**src/rtl/gsbc_pkg.sv**
```systemverilog
// Shared types and constants of the gas sensor baseline calibration unit.
`default_nettype none
package gsbc_pkg;
    localparam int unsigned PHASE_W   = 2;
    localparam int unsigned COUNT_W   = 24;
    localparam int unsigned SUM_W     = 56;
    localparam logic [COUNT_W-1:0] COUNT_MAX = {COUNT_W{1'b1}};

    localparam logic [PHASE_W-1:0] PH_START   = 2'd0;
    localparam logic [PHASE_W-1:0] PH_SAMPLE  = 2'd1;
    localparam logic [PHASE_W-1:0] PH_FINISH  = 2'd2;
    localparam logic [PHASE_W-1:0] PH_OPERATE = 2'd3;

    localparam logic FUNC_START  = 1'b0;
    localparam logic FUNC_SAMPLE = 1'b1;

    localparam logic [1:0] REG_LOAD     = 2'd0;
    localparam logic [1:0] REG_SCALE    = 2'd1;
    localparam logic [1:0] REG_DURATION = 2'd2;

    typedef enum logic [2:0] {
        ST_IDLE, ST_RS, ST_ACC, ST_DIV, ST_OUT
    } state_t;

    // lane division operation
    typedef enum logic [1:0] {
        OP_RS, OP_MEAN, OP_RATIO
    } div_op_t;

    typedef struct packed {
        logic    start;
        div_op_t op;
    } lane_ctrl_t;
endpackage
`default_nettype wire

```
**src/rtl/gsbc_lane.sv**
```systemverilog
// One channel lane: shared restoring divider for rs, mean and ratio.
`default_nettype none
module gsbc_lane #(
    parameter int unsigned ADC_BITS = 12
) (
    input  wire logic                          aclk,
    input  wire logic                          aresetn,
    input  wire gsbc_pkg::lane_ctrl_t          ctrl,
    input  wire logic [ADC_BITS-1:0]           adc,
    input  wire logic [15:0]                   load,
    input  wire logic [31:0]                   product,
    input  wire logic [gsbc_pkg::SUM_W-1:0]    sum,
    input  wire logic [gsbc_pkg::COUNT_W-1:0]  count,
    input  wire logic [31:0]                   base,
    output logic                               busy,
    output logic [31:0]                        result
);
    localparam int unsigned DW = 64;
    localparam int unsigned CW = 7;

    logic [DW-1:0] quo_reg, quo_next;
    logic [DW:0]   rem_reg, rem_next;
    logic [DW-1:0] dvs_reg, dvs_next;
    logic [CW-1:0] cnt_reg, cnt_next;
    gsbc_pkg::div_op_t op_reg, op_next;
    logic busy_reg, busy_next;
    logic [31:0] res_reg, res_next;
    logic [DW:0] shifted;
    logic [DW:0] diff;
    logic [DW-1:0] dvd;
    logic [DW-1:0] dv;

    always_comb begin
        dvd = '0;
        dv  = '0;
        case (ctrl.op)
            gsbc_pkg::OP_RS: begin
                dvd = {32'd0, product};
                dv  = {{(DW-ADC_BITS){1'b0}}, adc};
            end
            gsbc_pkg::OP_MEAN: begin
                dvd = {8'd0, sum};
                dv  = {40'd0, count};
            end
            default: begin
                dvd = {16'd0, result, 16'd0};
                dv  = {32'd0, base};
            end
        endcase
    end

    assign shifted = {rem_reg[DW-1:0], quo_reg[DW-1]};
    assign diff = shifted - {1'b0, dvs_reg};

    always_comb begin
        quo_next = quo_reg;
        rem_next = rem_reg;
        dvs_next = dvs_reg;
        cnt_next = cnt_reg;
        op_next = op_reg;
        busy_next = busy_reg;
        res_next = res_reg;
        if (ctrl.start) begin
            quo_next = dvd;
            rem_next = '0;
            dvs_next = dv;
            cnt_next = CW'(DW);
            op_next = ctrl.op;
            busy_next = 1'b1;
        end else if (busy_reg) begin
            if (diff[DW]) begin
                rem_next = shifted;
                quo_next = {quo_reg[DW-2:0], 1'b0};
            end else begin
                rem_next = diff;
                quo_next = {quo_reg[DW-2:0], 1'b1};
            end
            cnt_next = cnt_reg - 1'b1;
            if (cnt_reg == CW'(1)) begin
                busy_next = 1'b0;
                case (op_reg)
                    gsbc_pkg::OP_RS: begin
                        if (dvs_reg == '0 || quo_next <= {48'd0, load})
                            res_next = '0;
                        else if (quo_next - {48'd0, load} > 64'hFFFF_FFFF)
                            res_next = '1;
                        else
                            res_next = 32'(quo_next - {48'd0, load});
                    end
                    default: res_next = (quo_next[DW-1:32] != '0) ? '1 : quo_next[31:0];
                endcase
            end
        end
    end

    always_ff @(posedge aclk) begin
        if (!aresetn) begin
            busy_reg <= 1'b0;
            cnt_reg <= '0;
        end else begin
            busy_reg <= busy_next;
            cnt_reg <= cnt_next;
        end
        quo_reg <= quo_next;
        rem_reg <= rem_next;
        dvs_reg <= dvs_next;
        op_reg <= op_next;
        res_reg <= res_next;
    end

    assign busy = busy_reg;
    assign result = res_reg;
endmodule
`default_nettype wire

```
**src/rtl/gas_sensor_baseline_calibration_unit.sv**
```systemverilog
// Top level of the gas sensor baseline calibration unit.
// channel   | direction | content
// s_axis    | in        | tuser=func, tdata=now_ms,adc_0..3
// m_axis    | out       | tdata=phase,samples_out,value_0..3,valid_mask
// apb       | in/out    | load resistance, full scale ratio, calibration length
// A start request goes from idle straight to the output state, which loads the result
// register. A calibration sample passes a launch state, a 64-step rs division in every lane
// with its accumulate state, then the output state. Ending calibration or an operating
// reading adds a second 64-step pass (mean or ratio) in the division state before output.
// Reset is synchronous, active low, and clears control, sums and baselines. One request is
// in flight at a time; s_tready returns once the result register loads, and a finished
// request waits in the output state while an earlier result is held by a low m_tready.
`default_nettype none
module gas_sensor_baseline_calibration_unit #(
    parameter int unsigned CHANNELS = 4,
    parameter int unsigned ADC_BITS = 12
) (
    input  wire logic         aclk,
    input  wire logic         aresetn,
    input  wire logic         s_tvalid,
    output logic              s_tready,
    input  wire logic         s_tuser,   // func
    // now_ms, adc_0, adc_1, adc_2, adc_3, zero fill
    input  wire logic [((32+4*ADC_BITS+7)/8)*8-1:0] s_tdata,
    output logic              m_tvalid,
    input  wire logic         m_tready,
    // phase, samples_out, value_0..3, valid_mask, zero fill
    output logic [159:0]      m_tdata,
    input  wire logic         psel,
    input  wire logic         penable,
    input  wire logic         pwrite,
    input  wire logic [3:0]   paddr,
    input  wire logic [31:0]  pwdata,
    output logic [31:0]       prdata,
    output logic              pready
);
    localparam int unsigned NL = (CHANNELS < 4) ? CHANNELS : 4;
    localparam int unsigned SW = gsbc_pkg::SUM_W;

    logic [15:0] load_reg, scale_reg;
    logic [31:0] dur_reg;
    logic calib_reg;
    logic [31:0] start_reg;
    logic [gsbc_pkg::COUNT_W-1:0] count_reg;
    logic [SW-1:0] sum_reg [CHANNELS];
    logic [SW-1:0] sum_next [CHANNELS];
    logic [31:0] base_reg [CHANNELS];
    gsbc_pkg::state_t state_reg, state_next;
    logic func_reg;
    logic [31:0] now_reg;
    logic [ADC_BITS-1:0] adc_reg [CHANNELS];
    logic [31:0] product_reg;
    logic finish_reg;
    logic ratio_reg;
    logic [159:0] out_reg;
    logic ovalid_reg;
    logic out_load;
    logic [CHANNELS-1:0] busy;
    logic [31:0] lres [CHANNELS];
    gsbc_pkg::lane_ctrl_t ctrl;
    logic [1:0] rsel;
    logic accept;
    logic [gsbc_pkg::COUNT_W-1:0] count_new;
    logic [3:0] mask;
    logic [31:0] vals [4];

    assign pready = 1'b1;
    assign rsel = paddr[3:2];
    assign accept = s_tvalid && s_tready;
    assign s_tready = (state_reg == gsbc_pkg::ST_IDLE);
    assign m_tvalid = ovalid_reg;
    assign m_tdata = out_reg;
    assign out_load = (state_reg == gsbc_pkg::ST_OUT) && (!ovalid_reg || m_tready);

    always_comb begin
        unique case (rsel)
            gsbc_pkg::REG_LOAD:     prdata = {16'd0, load_reg};
            gsbc_pkg::REG_SCALE:    prdata = {16'd0, scale_reg};
            gsbc_pkg::REG_DURATION: prdata = dur_reg;
            default:                prdata = '0;
        endcase
    end

    always_ff @(posedge aclk) begin
        if (!aresetn) begin
            load_reg <= 16'd1280;
            scale_reg <= 16'd6205;
            dur_reg <= 32'd172800000;
        end else if (psel && penable && pwrite) begin
            case (rsel)
                gsbc_pkg::REG_LOAD:     load_reg <= pwdata[15:0];
                gsbc_pkg::REG_SCALE:    scale_reg <= pwdata[15:0];
                gsbc_pkg::REG_DURATION: dur_reg <= pwdata;
                default: ;
            endcase
        end
    end

    always_comb begin
        state_next = state_reg;
        unique case (state_reg)
            gsbc_pkg::ST_IDLE: if (accept)
                state_next = (s_tuser == gsbc_pkg::FUNC_START) ? gsbc_pkg::ST_OUT
                    : gsbc_pkg::ST_RS;
            gsbc_pkg::ST_RS: state_next = gsbc_pkg::ST_ACC;
            gsbc_pkg::ST_ACC: if (busy == '0)
                state_next = (finish_reg || ratio_reg) ? gsbc_pkg::ST_DIV
                    : gsbc_pkg::ST_OUT;
            gsbc_pkg::ST_DIV: if (busy == '0) state_next = gsbc_pkg::ST_OUT;
            gsbc_pkg::ST_OUT: if (out_load) state_next = gsbc_pkg::ST_IDLE;
            default: state_next = gsbc_pkg::ST_IDLE;
        endcase
    end

    // lane kick: rs pass on entry to ST_ACC, second pass on entry to ST_DIV
    always_comb begin
        ctrl.start = 1'b0;
        ctrl.op = gsbc_pkg::OP_RS;
        if (state_reg == gsbc_pkg::ST_RS) begin
            ctrl.start = 1'b1;
        end else if (state_reg == gsbc_pkg::ST_ACC && busy == '0
                     && (finish_reg || ratio_reg)) begin
            ctrl.start = 1'b1;
            ctrl.op = finish_reg ? gsbc_pkg::OP_MEAN : gsbc_pkg::OP_RATIO;
        end
    end

    assign count_new = (count_reg == gsbc_pkg::COUNT_MAX) ? count_reg : count_reg + 1'b1;

    // sums with this round's rs added; the mean pass divides these
    always_comb begin
        for (int i = 0; i < CHANNELS; i++) begin
            if (count_reg == gsbc_pkg::COUNT_MAX)
                sum_next[i] = sum_reg[i];
            else if ({1'b0, sum_reg[i]} + (SW+1)'(lres[i]) > {1'b0, {SW{1'b1}}})
                sum_next[i] = '1;
            else
                sum_next[i] = sum_reg[i] + SW'(lres[i]);
        end
    end

    for (genvar g = 0; g < CHANNELS; g++) begin : g_lane
        gsbc_lane #(.ADC_BITS(ADC_BITS)) u_lane (
            .aclk(aclk), .aresetn(aresetn), .ctrl(ctrl), .adc(adc_reg[g]),
            .load(load_reg), .product(product_reg), .sum(sum_next[g]),
            .count(count_new), .base(base_reg[g]), .busy(busy[g]), .result(lres[g])
        );
    end

    always_ff @(posedge aclk) begin
        if (!aresetn) begin
            state_reg <= gsbc_pkg::ST_IDLE;
            calib_reg <= 1'b0;
            start_reg <= '0;
            count_reg <= '0;
            ovalid_reg <= 1'b0;
            finish_reg <= 1'b0;
            ratio_reg <= 1'b0;
            for (int i = 0; i < CHANNELS; i++) begin
                sum_reg[i] <= '0;
                base_reg[i] <= '0;
            end
        end else begin
            state_reg <= state_next;
            if (accept) begin
                func_reg <= s_tuser;
                now_reg <= s_tdata[31:0];
                for (int i = 0; i < CHANNELS; i++)
                    adc_reg[i] <= (i < 4) ? s_tdata[32+i*ADC_BITS +: ADC_BITS] : '0;
                product_reg <= load_reg * scale_reg;
                finish_reg <= 1'b0;
                ratio_reg <= 1'b0;
                if (s_tuser == gsbc_pkg::FUNC_START) begin
                    calib_reg <= 1'b1;
                    start_reg <= s_tdata[31:0];
                    count_reg <= '0;
                    for (int i = 0; i < CHANNELS; i++) sum_reg[i] <= '0;
                end else if (!calib_reg) begin
                    ratio_reg <= 1'b1;
                end
            end
            if (state_reg == gsbc_pkg::ST_RS && calib_reg) begin
                finish_reg <= (now_reg - start_reg) >= dur_reg;
            end
            if (state_reg == gsbc_pkg::ST_ACC && busy == '0 && calib_reg
                && func_reg == gsbc_pkg::FUNC_SAMPLE && !ctrl.start
                && !ratio_reg && count_reg != gsbc_pkg::COUNT_MAX && !finish_reg) begin
                count_reg <= count_new;
                for (int i = 0; i < CHANNELS; i++) sum_reg[i] <= sum_next[i];
            end
            if (ctrl.start && ctrl.op == gsbc_pkg::OP_MEAN
                && count_reg != gsbc_pkg::COUNT_MAX) begin
                count_reg <= count_new;
                for (int i = 0; i < CHANNELS; i++) sum_reg[i] <= sum_next[i];
            end
            if (out_load) begin
                ovalid_reg <= 1'b1;
                out_reg <= {2'd0, mask, vals[3], vals[2], vals[1], vals[0], count_reg,
                            func_reg == gsbc_pkg::FUNC_START ? gsbc_pkg::PH_START :
                            ratio_reg ? gsbc_pkg::PH_OPERATE :
                            finish_reg ? gsbc_pkg::PH_FINISH : gsbc_pkg::PH_SAMPLE};
                if (finish_reg) begin
                    calib_reg <= 1'b0;
                    for (int i = 0; i < CHANNELS; i++) base_reg[i] <= lres[i];
                end
            end else if (ovalid_reg && m_tready) begin
                ovalid_reg <= 1'b0;
            end
        end
    end

    always_comb begin
        mask = '0;
        for (int i = 0; i < 4; i++) begin
            vals[i] = '0;
            if (i < NL && func_reg == gsbc_pkg::FUNC_SAMPLE) begin
                if (finish_reg) begin
                    vals[i] = lres[i];
                    mask[i] = 1'b1;
                end else if (ratio_reg && base_reg[i] != '0) begin
                    vals[i] = lres[i];
                    mask[i] = 1'b1;
                end
            end
        end
    end

    a_one_inflight: assert property (@(posedge aclk) disable iff (!aresetn)
        accept |=> !s_tready) else $error("accepted while busy");
    a_out_hold: assert property (@(posedge aclk) disable iff (!aresetn)
        m_tvalid && !m_tready |=> $stable(m_tdata)) else $error("result changed");
    a_valid_hold: assert property (@(posedge aclk) disable iff (!aresetn)
        m_tvalid && !m_tready |=> m_tvalid) else $error("result dropped");
    a_no_out_busy: assert property (@(posedge aclk) disable iff (!aresetn)
        (busy != '0) |-> !(state_reg == gsbc_pkg::ST_OUT)) else $error("early result");
endmodule
`default_nettype wire

```
**config.mk**
```make
export PLATFORM = sky130hd
export DESIGN_NAME = gas_sensor_baseline_calibration_unit
export DESIGN_NICKNAME = d
export VERILOG_FILES = /design/src/rtl/gsbc_pkg.sv /design/src/rtl/gsbc_lane.sv /design/src/rtl/gas_sensor_baseline_calibration_unit.sv
export SDC_FILE = /design/constraint.sdc
export NUM_CORES = 2
export LEC_CHECK = 0
export BUFFER_PORTS_ARGS = -buffer_cell sky130_fd_sc_hd__buf_2
export CAP_MARGIN = 10
export CORE_MARGIN = 5
export CORE_UTILIZATION = 50
export CTS_CLUSTER_DIAMETER = 120
export DETAILED_ROUTE_END_ITERATION = 8
export GPL_ROUTABILITY_DRIVEN = 0
export PLACE_DENSITY = 0.66
export SLEW_MARGIN = 20
export SYNTH_ARGS = -nofsm -noshare
export SYNTH_HDL_FRONTEND = slang
export SYNTH_SLANG_ARGS = --single-unit
```
**constraint.sdc**
```tcl
create_clock -name aclk -period 19.85 [get_ports aclk]
set_clock_uncertainty 0.2 [all_clocks]
set_input_delay 0 -clock aclk [delete_from_list [all_inputs] [get_ports aclk]]
set_output_delay 0 -clock aclk [all_outputs]
set_load 0.01 [all_outputs]
```
* Word-level counts from Yosys, hierarchy flattened *
Memory sizes are Yosys's and may differ from the RTL's.
Cells that the tools add are included.

cells by class
  $add $sub $neg = 22
  multiply operators = 1
  magnitude comparators = 13
  equality and inequality tests = 18
  mux-type cells = 155
  bitwise operators = 19
  reduce and logical (&&, ||, !) cells = 67

operators with widths
  kind                                                                     number
  64-bit 2-to-1 mux                                                        20
  56-bit 2-to-1 mux                                                        20
  32-bit 2-to-1 mux                                                        28
  56-bit one-hot mux with 2 select lines                                   4
  65-bit by 64-bit subtractor with 65-bit output                           4
  64-bit by 32-bit > comparator with 1-bit output (second input constant)  4
  64-bit by 16-bit less-or-equal comparator with 1-bit output              4
  64-bit logical NOT                                                       4
  32-bit one-hot mux with 2 select lines                                   4
  32-bit nonzero test                                                      8
  64-bit by 16-bit subtractor with 64-bit output                           4
  56-bit by 32-bit adder with 57-bit output                                4
  57-bit by 56-bit > comparator with 1-bit output (second input constant)  4
  56-bit by 32-bit adder with 56-bit output                                4
  24-bit 2-to-1 mux                                                        5
  32-bit one-hot mux with 3 select lines                                   1
  7-bit 2-to-1 mux                                                         8
  1-bit 2-to-1 mux                                                         53
  32-bit >= comparator                                                     1
  16-bit by 16-bit multiplier with 32-bit output                           1
  32-bit subtractor                                                        1
  7-bit by 1-bit equality test with 1-bit output (second input constant)   4
  7-bit by 1-bit subtractor with 7-bit output (second input constant)      4
  24-bit by 1-bit adder with 24-bit output (second input constant)         1
  27 further kinds                                                         100

storage, ports and cells
  flip-flop bits (word level) = 1,280
  memory bits (writable) = 400
  input port bits = 124
  output and inout bits = 195
  logic and storage cells = 342
  memories = 3

memories
  memory    depth  width  rd ports  clocked after Yosys merged registers in  wr ports  RTL line                                    source
  sum_reg   4      56     4         0                                        4         gas_sensor_baseline_calibration_unit.sv:45  logic [SW-1:0] sum_reg [CHANNELS];
  base_reg  4      32     4         0                                        4         gas_sensor_baseline_calibration_unit.sv:47  logic [31:0] base_reg [CHANNELS];
  adc_reg   4      12     4         0                                        4         gas_sensor_baseline_calibration_unit.sv:51  logic [ADC_BITS-1:0] adc_reg [CHANNELS];

* Logic depth before layout (Yosys ltp) *
  depth after elaboration = 15
  mapped depth = 30
  gate-level depth less buffers = 27

* Hierarchy *
From an unflattened synthesis, not the netlist that was laid out.

unflattened totals
  cells, all modules = 11,731
  area total of the unflattened synthesis = 106,196.9 sq um

by module, submodules not included
  module                                instances  cells each  area each (sq um)
  gas_sensor_baseline_calibration_unit  1          5,085       49,906.6
  gsbc_lane at g_lane[0].u_lane ...     3          1,683       14,198.6
  gsbc_lane at g_lane[3].u_lane         1          1,597       13,694.4

* Worst setup path before layout *
Ideal clock, no wire load.

  path kind = reg-to-reg
  from = register load_reg[1]
  to = register product_reg[31] (data pin)
  setup time = 0.259 ns
  arrival time = 6.817 ns
  required time = 19.391 ns
  path slack = 12.574 ns
  stages on the path, launching flop included = 26
  buffers on the path = 2
  clock period less this slack = 7.276 ns
  cells stage by stage = dfxtp_1 > clkbuf_1 > clkbuf_1 > nand2_1 > fa_1 > inv_1 > fa_1 > fa_1 > inv_1 > fa_1 > inv_1 > fa_1 > fa_1 > ha_1 > and4_1 > nand3_1 > o21a_1 > o21ai_0 > o41ai_1 > o2111ai_1 > a21o_1 > a21o_1 > a21oi_1 > o21ai_0 > a21oi_1 > xnor2_1

between the ends
  cells in the longest elaborated chain, start to end = 1

ends and longest elaborated chain
  item                                            RTL line                                     source
  start: declaration                              gas_sensor_baseline_calibration_unit.sv:40   logic [15:0] load_reg, scale_reg;
  start signal: assignment                        gas_sensor_baseline_calibration_unit.sv:91   gsbc_pkg::REG_LOAD: load_reg <= pwdata[15:0];
  16-bit by 16-bit multiplier with 32-bit output  gas_sensor_baseline_calibration_unit.sv:170  product_reg <= load_reg * scale_reg;
  end signal: assignment                          gas_sensor_baseline_calibration_unit.sv:170
  end: declaration                                gas_sensor_baseline_calibration_unit.sv:52   logic [31:0] product_reg;

Every way passes these cells.
A chain may end at the register's enable or synchronous reset.

* Worst setup path in the final report *
  from = register g_lane[1].u_lane.dvs_reg[0]
  to = register g_lane[1].u_lane.res_reg[25] (data pin)

between the ends
  cells in the longest elaborated chain, start to end = 9

ends and longest elaborated chain
  item                                             RTL line          source
  start: declaration                               gsbc_lane.sv:23   logic [DW-1:0] dvs_reg, dvs_next;
  start signal: assignment                         gsbc_lane.sv:106  dvs_reg <= dvs_next;
  65-bit by 64-bit subtractor with 65-bit output   gsbc_lane.sv:53   assign diff = shifted - {1'b0, dvs_reg};
  1-bit 2-to-1 mux                                 gsbc_lane.sv:71   if (diff[DW]) begin
  64-bit 2-to-1 mux                                gsbc_lane.sv:70   end else if (busy_reg) begin
  64-bit 2-to-1 mux                                gsbc_lane.sv:63   if (ctrl.start) begin
  64-bit by 16-bit subtractor with 64-bit output   gsbc_lane.sv:85   else if (quo_next - {48'd0, load} > 64'hFFFF_FFFF)
  64-bit by 32-bit > comparator with 1-bit output  gsbc_lane.sv:85
  32-bit 2-to-1 mux                                gsbc_lane.sv:85
  32-bit 2-to-1 mux *                              gsbc_lane.sv:83   if (dvs_reg == '0 || quo_next <= {48'd0, load})
  32-bit 2-to-1 mux *                              gsbc_lane.sv:81   case (op_reg)
  end signal: assignment                           gsbc_lane.sv:108  res_reg <= res_next;
  end: declaration                                 gsbc_lane.sv:27   logic [31:0] res_reg, res_next;

Every way passes the cells marked *; elsewhere a longest branch is shown, timed or not. The select of a mux whose other input is x is not followed.

==> key figures <==
Clock tree
  – Clk buf depth: 3
  – Number of buffers created by CTS: ~180
  – Root Buffer: clkbuf_16
  – Clock-pin slew on the worst setup and hold paths: 0.06 ns
  – CTS tree: yes
  – CTS Sinks: 1552
  – Clock Latency Late Sink: approximately 0.88 ns
  – Post-cts sizing count: 0
  – H-tree Lvls: 4

Synth
  – Cells after Synth: 10500
  – Post-synth EDFFs: 1137
  – Synth unique cells: between 100 and 150
  – Biggest area consumer among synthesized cells: edfxtp_1
  – Area share of the largest cell type after synthesis: 0.348
  – Seq/Total Area, Yosys: 0.433
  – Ys async rst share: 0
  – Top cells by area, synth: edfxtp_1, dfxtp_1, ha_1, a21oi_1, fa_1
  – Ys flop type: edfxtp_1
  – Mean Syn Cell Area: 9.36 µm²
  – Yosys warns: 0
  – Synth Register Bits: around 1600
  – Synthesized cell area: 98100 µm²

STA
  – Final period util: 0.482
  – Setup violators final: 0
  – Unrepaired setup endpoints after global routing: false
  – Final worst slack: 10.29 ns
  – Fmax: 0.105 GHz
  – Max Slew Vio Count: 0
  – Worst Tran Pin Value: 1.36 ns
  – Minimum clock period: 9.56 ns
  – Max-Slew Margin vs Limit: 0.0912
  – Setup_tns: 0 ns
  – Hold Fails Final Rpt: 0

Cells and area
  – Cell Count, Final, Fillers Out: 13600
  – Final nets: 11600
  – Post-route cell area: 111000 µm²
  – Share of layout cells above drive strength 1: 0.0742
  – Number of fill cells: 16800
  – Area Overhead vs Synth: 12.7%

Die
  – Die Width: 453 µm
  – DIE AREA: 205000 µm²
  – DIE HEIGHT: 453 µm
  – Starting density of the core: 0.503
  – IO Count: 319
  – Std-Cell Rows: 162
  – Core Box Area: between 150000 and 200000 µm²

GRT
  – Met3 GRT Util: 0.0703
  – GRT Max-Usage Layer: met2
  – Largest net degree at the start of global routing: 162
  – Total track usage: 0.313
  – First-pass GRT wire length: between 400000 and 500000 µm
  – Antenna violations before repair: 29
  – M2 GR Usage: 0.477
  – Met1 Use GR: 0.402
  – Grt ovf: 0
  – Vias in the first global route: 81500

Placed design
  – PortBufs: about 310
  – HPWL Detailed: 233000 µm
  – DP Worst Slack: between 10 and 15 ns
  – Placed Cells: 13000
  – Placed inst area: about 100000 µm²

Detailed routing
  – DR pass1 iterations: 9
  – Final WL: around 330000 µm
  – DRC: 0
  – Antenna Nets Post-Route: 0
  – Routed WL per cell: 24.5 µm
  – Initial drt markers: around 9700
  – DR vias: 84800
  – Drt via density: 6.24

Critical path
  – WP data arrival: around 10 ns
  – Crit end category: register
  – CP Class: reg2reg
  – Maximum net fanout on the critical path: 25
  – CP Data Required Time: 20.20 ns
  – Startpoint Class: register

Min path
  – Hold WC Path Type: in2reg

Run
  – MaxCap Viol Count: 0

Power and ir drop
  – Pwr Density: 97.2 nW/µm²
  – Max VDD drop: 0.110 mV
  – Leak Pwr: 43.8 nW

Outcome
  – Run status: complete, no violations
logic make-up after synthesis:
kind of cell / synth area share
flops: 0.433
buf+inv: 0.0426
simple gates: 0.176
compound gates: 0.188
other cells: 0.0000765
fa+ha+maj: 0.105
xor+xnor: 0.0468
mux: 0.00863
cells in the mapped netlist (all sizes together), types with 217 or more instances:
cell type,n
edfxtp,1137
nand2,929
a21oi,917
nor2,885
o21ai,812
inv,530
clkbuf,515
ha,496
and2,438
dfxtp,415
xnor2,301
a21o,280
nand3,234
xor2,222
o22ai,217
routing by layer:
| metal | part of all wire | wire [µm] |
|---|---|---|
| met1 | 0.39 | 128000 |
| met2 | 0.43 | 144000 |
| met3 | 0.10 | 34700 |
| met4 | 0.076 | 25300 |
| met5 | 0.00035 | 117 |
metrics by stage:
step           total power [mW]   util  hold slack [ns]
6_report                   10.7  0.567            0.168
4_1_cts                    10.7  0.566           0.0906
2_1_floorplan              6.63      -           -0.101
3_5_place_dp               7.35  0.522          -0.0217
3_3_place_gp               7.26  0.522          -0.0201
5_1_grt                    11.3  0.567            0.174
where the power goes:
group          total, mW  internal, mW  switching (mW)
clock network       3.34          1.88            1.46
logic               3.03          1.26            1.77
registers           4.38          3.96           0.420
layout by cell type (no fill, tap or decap), types with 76 or more instances in the layout:
cell / n
nand3_1: 233
xnor2_1: 299
edfxtp_1: 1137
a211oi_1: 83
fa_1: 207
nor3_1: 177
xor2_1: 221
o21ai_0: 804
buf_4: 103
mux2i_1: 79
nor2b_1: 76
o21a_1: 107
a21o_1: 280
nor2_1: 877
o22ai_1: 217
and2_1: 436
nand4_1: 92
nand2_1: 921
a31oi_1: 84
nor4_1: 150
dfxtp_1: 409
clkbuf_16: 177
dlygate4sd3_1: 283
and3_1: 148
a21oi_1: 913
nand2b_1: 77
buf_2: 312
ha_1: 496
inv_1: 525
layout make-up:
type | count | area, µm² | area share
multi-input cells | 7836 | 51700 | 0.468
repair buffers | 702 | 5240 | 0.0474
inverters | 533 | 2010 | 0.0182
diodes | 14 | 35.0 | 0.000317
well taps | 2624 | 3280 | 0.0297
clock buffers | 222 | 4660 | 0.0421
flip-flops and latches | 1552 | 42500 | 0.384
clock inverters | 103 | 1190 | 0.0108
critical path: stages, from the launching register on:
cell and delay, ns:
edfxtp_1 0.40, ha_1 0.25, fa_1 0.39, and2b_1 0.25, o31a_1 0.22, o211ai_1 0.15
a211o_1 0.34, a311oi_1 0.51, o21ai_0 0.25, o21ai_1 0.43, or3_4 0.25, xor2_2 0.06
buf_4 0.19, inv_2 0.47, ha_1 0.32, fa_1 0.21, nor2b_1 0.06, o21ai_0 0.17
nand2b_1 0.15, a2111oi_0 0.77, o21bai_1 0.41, nor3_1 0.51, nand2b_1 0.09, a2111oi_0 0.56
nand4_1 0.74, a22oi_1 0.40, buf_4 0.28, o311ai_0 0.17
final timing paths:
path	start	to	slack, ns	depth (start not counted)
max	g_lane[1].u_lane.dvs_reg[0]	g_lane[1].u_lane.result[25]	10.29	27
min	s_tdata[43]	adc_reg[0][11]	0.17	3
max reg2reg	g_lane[1].u_lane.dvs_reg[0]	g_lane[1].u_lane.result[25]	10.29	27
min reg2reg	load_reg[14]	load_reg[14]	0.27	2
repair_timing:
item / CTS / global route
buffers inserted: 0 / 0
endpoints found under the hold margin: 272 / 9
hold buffers: 282 / 1
(Power assumes the default switching activity.)
